**config.mk**
```make
export PLATFORM = sky130hd
export DESIGN_NAME = exponential_elgamal_engine
export DESIGN_NICKNAME = d
export VERILOG_FILES = /design/src/rtl/eeg_pkg.sv /design/src/rtl/exponential_elgamal_engine.sv /design/src/rtl/eeg_modmul.sv /design/src/rtl/eeg_moddiv.sv
export SDC_FILE = /design/constraint.sdc
export NUM_CORES = 2
export LEC_CHECK = 0
export BUFFER_PORTS_ARGS = -buffer_cell sky130_fd_sc_hd__buf_2
export CORE_UTILIZATION = 55
export CTS_BUF_LIST = sky130_fd_sc_hd__clkbuf_8
export CTS_CLUSTER_DIAMETER = 150
export DETAILED_ROUTE_END_ITERATION = 16
export GPL_TIMING_DRIVEN = 1
export PLACE_DENSITY = 0.81
export SYNTH_ARGS = -nofsm -noshare
export SYNTH_HDL_FRONTEND = slang
export SYNTH_SLANG_ARGS = --single-unit
```
**constraint.sdc**
```tcl
create_clock -name clk -period 18.4 [get_ports clk]
set_input_delay 2.76 -clock clk [delete_from_list [all_inputs] [get_ports clk]]
set_output_delay 2.76 -clock clk [all_outputs]
set_load 0.05 [all_outputs]
```
**src/rtl/eeg_pkg.sv**
```systemverilog
// ---------------------------------------------------------------------------
// eeg_pkg
// Shared constants for the exponential ElGamal engine: widths, operation
// codes, register indexes and register reset values.
// ---------------------------------------------------------------------------
package eeg_pkg;

  // default modulus width and fixed field widths
  localparam int MOD_WIDTH_DEF = 32;
  localparam int REG_WIDTH     = 32;
  localparam int EXP_WIDTH     = 32;
  localparam int CFG_IDX_WIDTH = 2;

  // operation codes
  localparam logic OP_ENCRYPT = 1'b0;
  localparam logic OP_DECRYPT = 1'b1;

  // configuration register indexes
  localparam logic [CFG_IDX_WIDTH-1:0] REG_MODULUS    = 2'd0;
  localparam logic [CFG_IDX_WIDTH-1:0] REG_GENERATOR  = 2'd1;
  localparam logic [CFG_IDX_WIDTH-1:0] REG_PUBLIC_KEY = 2'd2;
  localparam logic [CFG_IDX_WIDTH-1:0] REG_SECRET_KEY = 2'd3;

  // register reset values
  localparam logic [REG_WIDTH-1:0] MODULUS_RST    = 32'd2207;
  localparam logic [REG_WIDTH-1:0] GENERATOR_RST  = 32'd1425;
  localparam logic [REG_WIDTH-1:0] PUBLIC_KEY_RST = 32'd1;
  localparam logic [REG_WIDTH-1:0] SECRET_KEY_RST = 32'd0;

endpackage

```
**src/rtl/exponential_elgamal_engine.sv**
```systemverilog
// ---------------------------------------------------------------------------
// exponential_elgamal_engine
// Exponential ElGamal encrypt/decrypt over Z/p, built on a bit-serial modular
// multiplier and a bit-serial divider driven by one sequencer.
// ---------------------------------------------------------------------------
// One item at a time; a new item waits until the last result is registered.
// Encrypt: three 32-bit exponentiations plus one multiply.
// Decrypt: one exponentiation, an extended Euclid inversion with one divide
//   and one multiply per step, then a final multiply.
// Synchronous active-low reset restores the register reset values and idles.
module exponential_elgamal_engine #(
  parameter int MOD_WIDTH = eeg_pkg::MOD_WIDTH_DEF
) (
  input  logic                                  clk,
  input  logic                                  rst_n,
  input  logic                                  cfg_we,
  input  logic [eeg_pkg::CFG_IDX_WIDTH-1:0]     cfg_index,
  input  logic [eeg_pkg::REG_WIDTH-1:0]         cfg_data,
  input  logic                                  in_valid,
  output logic                                  in_ready,
  input  logic                                  in_operation,
  input  logic [31:0]                           in_message,
  input  logic [31:0]                           in_nonce,
  input  logic [31:0]                           in_cipher_first,
  input  logic [31:0]                           in_cipher_second,
  output logic                                  out_valid,
  input  logic                                  out_ready,
  output logic [31:0]                           out_result_first,
  output logic [31:0]                           out_result_second,
  output logic                                  out_fault
);

  localparam int W  = MOD_WIDTH;
  localparam int EW = eeg_pkg::EXP_WIDTH;
  localparam int CW = $clog2(EW + 1);

  localparam logic [4:0] S_IDLE   = 5'd0;
  localparam logic [4:0] S_MWAIT  = 5'd1;
  localparam logic [4:0] S_PW_RED = 5'd2;
  localparam logic [4:0] S_PW_INI = 5'd3;
  localparam logic [4:0] S_PW_SQ  = 5'd4;
  localparam logic [4:0] S_PW_MU  = 5'd5;
  localparam logic [4:0] S_PW_NX  = 5'd6;
  localparam logic [4:0] S_E1     = 5'd7;
  localparam logic [4:0] S_E2     = 5'd8;
  localparam logic [4:0] S_E3     = 5'd9;
  localparam logic [4:0] S_E4     = 5'd10;
  localparam logic [4:0] S_D1     = 5'd11;
  localparam logic [4:0] S_DLOOP  = 5'd12;
  localparam logic [4:0] S_DDIVW  = 5'd13;
  localparam logic [4:0] S_DT     = 5'd14;
  localparam logic [4:0] S_DFIN   = 5'd15;
  localparam logic [4:0] S_DONE   = 5'd16;

  // mask a register value to the modulus width
  function automatic logic [W-1:0] to_w(input logic [31:0] v);
    logic [63:0] x;
    x = 64'(v);
    return x[W-1:0];
  endfunction

  // widen a residue back to 32 bits, dropping bits above
  function automatic logic [31:0] to_32(input logic [W-1:0] v);
    logic [63:0] x;
    x = 64'(v);
    return x[31:0];
  endfunction

  logic [31:0]   mod_r, gen_r, pk_r, sk_r;
  logic [4:0]    state_r, mret_r, pret_r;
  logic [31:0]   msg_r, non_r;
  logic [W-1:0]  c2_r, p_r, mres_r;
  logic [W-1:0]  pb_r, pacc_r, tmp_r;
  logic [EW-1:0] pe_r;
  logic [CW-1:0] pc_r;
  logic [W-1:0]  r0_r, r1_r, t0_r, t1_r;
  logic [W-1:0]  res1_r, res2_r;
  logic          flt_r;
  logic          ov_r;
  logic [31:0]   of_r, os_r;
  logic          oflt_r;

  logic          mul_go, mul_done, div_go, div_done;
  logic [W-1:0]  mul_a, mul_b, mul_p, div_q, div_r;
  logic [4:0]    mul_ret;
  logic [W-1:0]  p_in;
  logic          in_xfer;

  assign p_in     = to_w(mod_r);
  assign in_ready = (state_r == S_IDLE);
  assign in_xfer  = in_valid && in_ready;

  // configuration registers
  always_ff @(posedge clk) begin
    if (!rst_n) begin
      mod_r <= eeg_pkg::MODULUS_RST;
      gen_r <= eeg_pkg::GENERATOR_RST;
      pk_r  <= eeg_pkg::PUBLIC_KEY_RST;
      sk_r  <= eeg_pkg::SECRET_KEY_RST;
    end else if (cfg_we) begin
      case (cfg_index)
        eeg_pkg::REG_MODULUS:    mod_r <= cfg_data;
        eeg_pkg::REG_GENERATOR:  gen_r <= cfg_data;
        eeg_pkg::REG_PUBLIC_KEY: pk_r  <= cfg_data;
        eeg_pkg::REG_SECRET_KEY: sk_r  <= cfg_data;
        default: ;
      endcase
    end
  end

  // issue multiplies and divides for the current step
  always_comb begin
    mul_go  = 1'b0;
    mul_a   = '0;
    mul_b   = '0;
    mul_ret = S_IDLE;
    div_go  = 1'b0;
    case (state_r)
      S_PW_RED: begin
        mul_go = 1'b1; mul_a = W'(1); mul_b = pb_r; mul_ret = S_PW_INI;
      end
      S_PW_SQ: begin
        if (pc_r != '0) begin
          mul_go = 1'b1; mul_a = pacc_r; mul_b = pacc_r; mul_ret = S_PW_MU;
        end
      end
      S_PW_MU: begin
        if (pe_r[EW-1]) begin
          mul_go = 1'b1; mul_a = mres_r; mul_b = pb_r; mul_ret = S_PW_NX;
        end
      end
      S_E3: begin
        mul_go = 1'b1; mul_a = tmp_r; mul_b = pacc_r; mul_ret = S_E4;
      end
      S_DLOOP: begin
        if (r1_r == '0) begin
          if (r0_r == W'(1)) begin
            mul_go = 1'b1; mul_a = t0_r; mul_b = c2_r; mul_ret = S_DFIN;
          end
        end else begin
          div_go = 1'b1;
        end
      end
      S_DDIVW: begin
        if (div_done) begin
          mul_go = 1'b1; mul_a = t1_r; mul_b = div_q; mul_ret = S_DT;
        end
      end
      default: ;
    endcase
  end

  // sequencer
  always_ff @(posedge clk) begin
    if (!rst_n) begin
      state_r <= S_IDLE;
      ov_r    <= 1'b0;
    end else begin
      if (out_valid && out_ready && state_r != S_DONE) ov_r <= 1'b0;
      if (mul_go) begin
        state_r <= S_MWAIT;
        mret_r  <= mul_ret;
      end
      case (state_r)
        S_IDLE: begin
          if (in_xfer) begin
            msg_r <= in_message;
            non_r <= in_nonce;
            c2_r  <= to_w(in_cipher_second);
            p_r   <= p_in;
            if (p_in < W'(2)) begin
              // every residue is zero: encrypt gives zeros, decrypt faults
              res1_r  <= '0;
              res2_r  <= '0;
              flt_r   <= in_operation;
              state_r <= S_DONE;
            end else if (in_operation == eeg_pkg::OP_ENCRYPT) begin
              pb_r    <= to_w(gen_r);
              pe_r    <= in_nonce;
              pret_r  <= S_E1;
              state_r <= S_PW_RED;
            end else begin
              pb_r    <= to_w(in_cipher_first);
              pe_r    <= to_32(to_w(sk_r));
              pret_r  <= S_D1;
              state_r <= S_PW_RED;
            end
          end
        end
        S_MWAIT: begin
          if (mul_done) begin
            mres_r  <= mul_p;
            state_r <= mret_r;
          end
        end
        // multiply issued above; wait for it
        S_PW_RED, S_E3: ;
        S_PW_INI: begin
          pb_r    <= mres_r;
          pacc_r  <= W'(1);
          pc_r    <= CW'(EW);
          state_r <= S_PW_SQ;
        end
        S_PW_SQ: begin
          if (pc_r == '0) state_r <= pret_r;
        end
        S_PW_MU: begin
          pacc_r <= mres_r;
          pe_r   <= {pe_r[EW-2:0], 1'b0};
          pc_r   <= pc_r - 1'b1;
          if (!pe_r[EW-1]) state_r <= S_PW_SQ;
        end
        S_PW_NX: begin
          pacc_r  <= mres_r;
          state_r <= S_PW_SQ;
        end
        S_E1: begin
          res1_r  <= pacc_r;
          pb_r    <= to_w(gen_r);
          pe_r    <= msg_r;
          pret_r  <= S_E2;
          state_r <= S_PW_RED;
        end
        S_E2: begin
          tmp_r   <= pacc_r;
          pb_r    <= to_w(pk_r);
          pe_r    <= non_r;
          pret_r  <= S_E3;
          state_r <= S_PW_RED;
        end
        S_E4: begin
          res2_r  <= mres_r;
          flt_r   <= 1'b0;
          state_r <= S_DONE;
        end
        S_D1: begin
          r0_r    <= p_r;
          r1_r    <= pacc_r;
          t0_r    <= '0;
          t1_r    <= W'(1);
          state_r <= S_DLOOP;
        end
        S_DLOOP: begin
          if (div_go) begin
            state_r <= S_DDIVW;
          end else if (r0_r != W'(1)) begin
            // gcd is not one: no inverse
            res1_r  <= '0;
            res2_r  <= '0;
            flt_r   <= 1'b1;
            state_r <= S_DONE;
          end
        end
        S_DDIVW: begin
          if (div_done) begin
            r0_r <= r1_r;
            r1_r <= div_r;
          end
        end
        S_DT: begin
          // t1 <- t0 - q*t1 mod p
          t0_r    <= t1_r;
          t1_r    <= (t0_r >= mres_r) ? t0_r - mres_r : t0_r + (p_r - mres_r);
          state_r <= S_DLOOP;
        end
        S_DFIN: begin
          res1_r  <= mres_r;
          res2_r  <= '0;
          flt_r   <= 1'b0;
          state_r <= S_DONE;
        end
        S_DONE: begin
          if (!ov_r || out_ready) begin
            ov_r    <= 1'b1;
            of_r    <= to_32(res1_r);
            os_r    <= to_32(res2_r);
            oflt_r  <= flt_r;
            state_r <= S_IDLE;
          end
        end
        default: state_r <= S_IDLE;
      endcase
    end
  end

  eeg_modmul #(.MOD_WIDTH(MOD_WIDTH)) u_mul (
    .clk   (clk),
    .rst_n (rst_n),
    .start (mul_go),
    .a     (mul_a),
    .b     (mul_b),
    .m     (p_r),
    .done  (mul_done),
    .prod  (mul_p)
  );

  eeg_moddiv #(.MOD_WIDTH(MOD_WIDTH)) u_div (
    .clk   (clk),
    .rst_n (rst_n),
    .start (div_go),
    .n     (r0_r),
    .d     (r1_r),
    .done  (div_done),
    .quot  (div_q),
    .rem   (div_r)
  );

  assign out_valid         = ov_r;
  assign out_result_first  = of_r;
  assign out_result_second = os_r;
  assign out_fault         = oflt_r;

endmodule

```
**src/rtl/eeg_modmul.sv**
```systemverilog
// ---------------------------------------------------------------------------
// eeg_modmul
// Bit-serial modular multiplier: prod = a * b mod m, one bit of b per cycle,
// most significant first. Needs a < m; b may be any value.
// ---------------------------------------------------------------------------
module eeg_modmul #(
  parameter int MOD_WIDTH = eeg_pkg::MOD_WIDTH_DEF
) (
  input  logic                 clk,
  input  logic                 rst_n,
  input  logic                 start,
  input  logic [MOD_WIDTH-1:0] a,
  input  logic [MOD_WIDTH-1:0] b,
  input  logic [MOD_WIDTH-1:0] m,
  output logic                 done,
  output logic [MOD_WIDTH-1:0] prod
);

  localparam int W  = MOD_WIDTH;
  localparam int CW = $clog2(W + 1);

  logic [W-1:0]  a_r, b_r, m_r, acc_r;
  logic [CW-1:0] cnt_r;
  logic          busy_r, done_r;
  logic [W:0]    dbl, dbl_red, sum;
  logic [W-1:0]  acc_nxt;

  // double, reduce, add the partial product, reduce
  always_comb begin
    dbl     = {acc_r, 1'b0};
    dbl_red = (dbl >= {1'b0, m_r}) ? dbl - {1'b0, m_r} : dbl;
    sum     = dbl_red + (b_r[W-1] ? {1'b0, a_r} : '0);
    acc_nxt = (sum >= {1'b0, m_r}) ? W'(sum - {1'b0, m_r}) : sum[W-1:0];
  end

  // control
  always_ff @(posedge clk) begin
    if (!rst_n) begin
      busy_r <= 1'b0;
      done_r <= 1'b0;
      cnt_r  <= '0;
    end else begin
      done_r <= 1'b0;
      if (start) begin
        busy_r <= 1'b1;
        cnt_r  <= CW'(W);
      end else if (busy_r) begin
        cnt_r <= cnt_r - 1'b1;
        if (cnt_r == CW'(1)) begin
          busy_r <= 1'b0;
          done_r <= 1'b1;
        end
      end
    end
  end

  // datapath
  always_ff @(posedge clk) begin
    if (start) begin
      a_r   <= a;
      b_r   <= b;
      m_r   <= m;
      acc_r <= '0;
    end else if (busy_r) begin
      acc_r <= acc_nxt;
      b_r   <= {b_r[W-2:0], 1'b0};
    end
  end

  assign done = done_r;
  assign prod = acc_r;

endmodule

```
**src/rtl/eeg_moddiv.sv**
```systemverilog
// ---------------------------------------------------------------------------
// eeg_moddiv
// Bit-serial restoring divider: quot = n / d, rem = n % d, one quotient bit
// per cycle. Needs d != 0.
// ---------------------------------------------------------------------------
module eeg_moddiv #(
  parameter int MOD_WIDTH = eeg_pkg::MOD_WIDTH_DEF
) (
  input  logic                 clk,
  input  logic                 rst_n,
  input  logic                 start,
  input  logic [MOD_WIDTH-1:0] n,
  input  logic [MOD_WIDTH-1:0] d,
  output logic                 done,
  output logic [MOD_WIDTH-1:0] quot,
  output logic [MOD_WIDTH-1:0] rem
);

  localparam int W  = MOD_WIDTH;
  localparam int CW = $clog2(W + 1);

  logic [W-1:0]  n_r, d_r, rem_r, q_r;
  logic [CW-1:0] cnt_r;
  logic          busy_r, done_r;
  logic [W:0]    trial;
  logic          qbit;

  // shift in the next dividend bit and trial-subtract
  always_comb begin
    trial = {rem_r, n_r[W-1]};
    qbit  = (trial >= {1'b0, d_r});
  end

  // control
  always_ff @(posedge clk) begin
    if (!rst_n) begin
      busy_r <= 1'b0;
      done_r <= 1'b0;
      cnt_r  <= '0;
    end else begin
      done_r <= 1'b0;
      if (start) begin
        busy_r <= 1'b1;
        cnt_r  <= CW'(W);
      end else if (busy_r) begin
        cnt_r <= cnt_r - 1'b1;
        if (cnt_r == CW'(1)) begin
          busy_r <= 1'b0;
          done_r <= 1'b1;
        end
      end
    end
  end

  // datapath
  always_ff @(posedge clk) begin
    if (start) begin
      n_r   <= n;
      d_r   <= d;
      rem_r <= '0;
      q_r   <= '0;
    end else if (busy_r) begin
      n_r   <= {n_r[W-2:0], 1'b0};
      rem_r <= qbit ? W'(trial - {1'b0, d_r}) : trial[W-1:0];
      q_r   <= {q_r[W-2:0], qbit};
    end
  end

  assign done = done_r;
  assign quot = q_r;
  assign rem  = rem_r;

endmodule
```
==> metrics <==
length in cells of the worst reg-to-reg path=29; CTS tree=built; prevailing post-synth register cell=edfxtp_1; R2R Setup Slk=approximately 9.6 ns; gr usage total=a little over a third; Tmin final=between 8 and 9 ns; maxcap violations=0; DR vias/cell=6.446; Num CTS Buffers=160; vias in the first global route=38090; YS warnings=0; Startpoint Class=flop; WL/cell=26.01 um; Tightest Hold Check Type=reg -> reg; via count=41130; CP Capture Type=flop; sequential area share after synthesis=53.15%; EDFF count, synth=between 700 and 800; placed inst area=roughly 52000 um^2; total gr overflow=0; Worst slew margin=19.03%; most frequent cells in the layout=767 x nand2_1, 720 x edfxtp_1, 341 x a21oi_1; Setup Skew=0.04898 ns; Syn Area/Cell=between 10 and 15 um^2; Antenna Nets Post-Route=0; Pwr Density=130.4 nW/um^2; drt first pass iters=6; Synth area leader=edfxtp_1; area delta synth->final=11.07%; first-pass GRT wire length=240900 um; post-cts gate resize count=0; Netlist cell types=90; endpoints failing setup=0; Post-CTS Setup Bufs=0; post-synth top area share=a little over two fifths; Worst-Margin Slew=1.215 ns; layout cells sized above 1=11.95%; Worst path most repeated cell=a21oi_1; Setup crit end=u_mul.prod[17]; dpl hpwl=about 120000 um; number of remaining DRC errors=0; core area=between 90000 and 100000 um^2; Critical-path top delay cell=and2_1; crit-path max cell delay=0.77 ns; Crit path required time=roughly 19 ns; Starting Density=55.48%; nets=5464; latest clock arrival within the worst-skew pair=approximately 0.88 ns; Clock Pin Slew Worst Setup and Hold Paths=around 0.060 ns; Final Hold Viols=0; Placer Congestion=1.032; Async SR Flop Fraction=0%; CTS sink count=966; die width=303.3 um; critical path class=reg -> reg; largest net degree at the start of global routing=between 90 and 100; Final Util=61.62%; VDD IR max=150.5 uV; Stages on worst setup path=29; commonest non-fill, non-tap cell in the layout=nand2_1; initial antenna violation count=27; Vert. Die Dim=about 300 um; Root Driver=clkbuf_8; crit path from=u_mul.m_r[1]; FF-to-FF Start=u_mul.m_r[1]; CTS max path bufs=3; CTS H-tree lvls=4; status=complete, no violations; final worst-path cycle share=47.65%; Max FO, Critical Path=35; Mapped Cells=4858; Area contributors post-synth=edfxtp_1 43%, dfxtp_1 9.9%, nand2_1 5.8%, ha_1 4.9%, a21oi_1 3.4%; Final Instance Area=55470 um^2; IO Pins=235; Lkg Pwr=21.27 nW; TNS Setup=0 ns; cts-stage hold buffer count=0; syn nets=5259; Post-Route WL=166000 um; Slew Viols, Final=0; First DRT Iteration DRCs=roughly 6600; Worst EP arrival=between 9 and 10 ns; Mapped Area=49940 um^2; number of synthesized register bits=966; std cell rows=110; Port Buf Inserts=between 200 and 250; CP Buf/Inv Count=3; RSZ-0062 raised after global routing=false; Die Area=92010 um^2; family with the most delay on the worst path=compound AO/OA/AOI/OAI gates; Critical R2R Capture=u_mul.prod[17]; Peak Freq=114.1 MHz
-- final cells by class --
class / count / area (um^2)
Antenna cell: 7 / 17.52
Fill cell: 7272 / 34540
Multi-Input combinational cell: 3355 / 21430
Timing Repair Buffer: 296 / 1639
Inverter: 284 / 1069
Sequential cell: 966 / 26550
Clock inverter: 127 / 947.2
Clock buffer: 170 / 2340
Tap cell: 1176 / 1471
-- kinds of logic after synthesis --
family | synth area share, %
compound gates | 16.34
xor+xnor | 2.823
fa+ha+maj | 6.379
buf+inv | 4.224
flops | 53.15
mux | 1.997
simple gates | 15.09
-- worst min path at each step --
| stage | from | end | slack, ns | cells past startpoint |
|---|---|---|---|---|
| 2_1_floorplan | flt_r | out_fault | 0.40 | 0 |
| 3_3_place_gp | res1_r[19] | out_result_first[19] | 0.40 | 0 |
| 3_5_place_dp | res1_r[8] | out_result_first[8] | 0.40 | 0 |
| 4_1_cts | res1_r[8] | out_result_first[8] | 0.41 | 0 |
| 5_1_grt | res2_r[2] | out_result_second[2] | 0.42 | 0 |
| 6_report | res2_r[2] | out_result_second[2] | 0.41 | 0 |
-- power by group --
part           internal (W)  switching (W)  total (W)
logic              0.000986        0.00172    0.00270
registers           0.00245      0.0000997    0.00255
clock network       0.00104       0.000938    0.00198
total               0.00448        0.00276    0.00723
-- cell usage after synthesis (34+ instances only) --
library cell  instances
nor3_1               86
a21o_1               70
mux2i_1              58
nor2b_1              89
nand2_1             768
o211ai_1             39
edfxtp_1            720
nand3_1             152
o21ai_0             212
a211oi_1            105
ha_1                197
fa_1                 36
and3_1               34
a22oi_1             132
nor4_1               37
a21oi_1             341
a22o_1               35
and2_1              111
inv_1               283
xor2_1               61
nor2_1              195
a31oi_1             105
mux2_2               37
dfxtp_1             246
nand4_1              41
clkbuf_1            193
xnor2_1             100
-- per-stage QoR --
step / power, W / setup slack (ns) / hold WS (ns) / std cells
floorplan: 0.004523 / 8.958 / 0.4003 / 4858
global route: 0.007566 / 9.273 / 0.4165 / 6376
global placement: 0.005195 / 10.14 / 0.4023 / 6077
finish: 0.007235 / 9.633 / 0.4082 / 6381
CTS: 0.007167 / 10.01 / 0.4134 / 6374
detailed placement: 0.005206 / 10.04 / 0.4045 / 6077
-- layer usage --
layer / part of all wire (%) / vias up / global-route usage, % / wire length (um)
met1: 37 / 19530 / 47.80 / 60710
met3: 14 / 520 / 8.731 / 22460
li1: - / 18180 / - / -
met2: 43 / 2889 / 52.91 / 71690
met4: 6.6 / 14 / 20.90 / 11030
met5: 0.057 / - / 0 / 94
(Power assumes the default switching activity.)
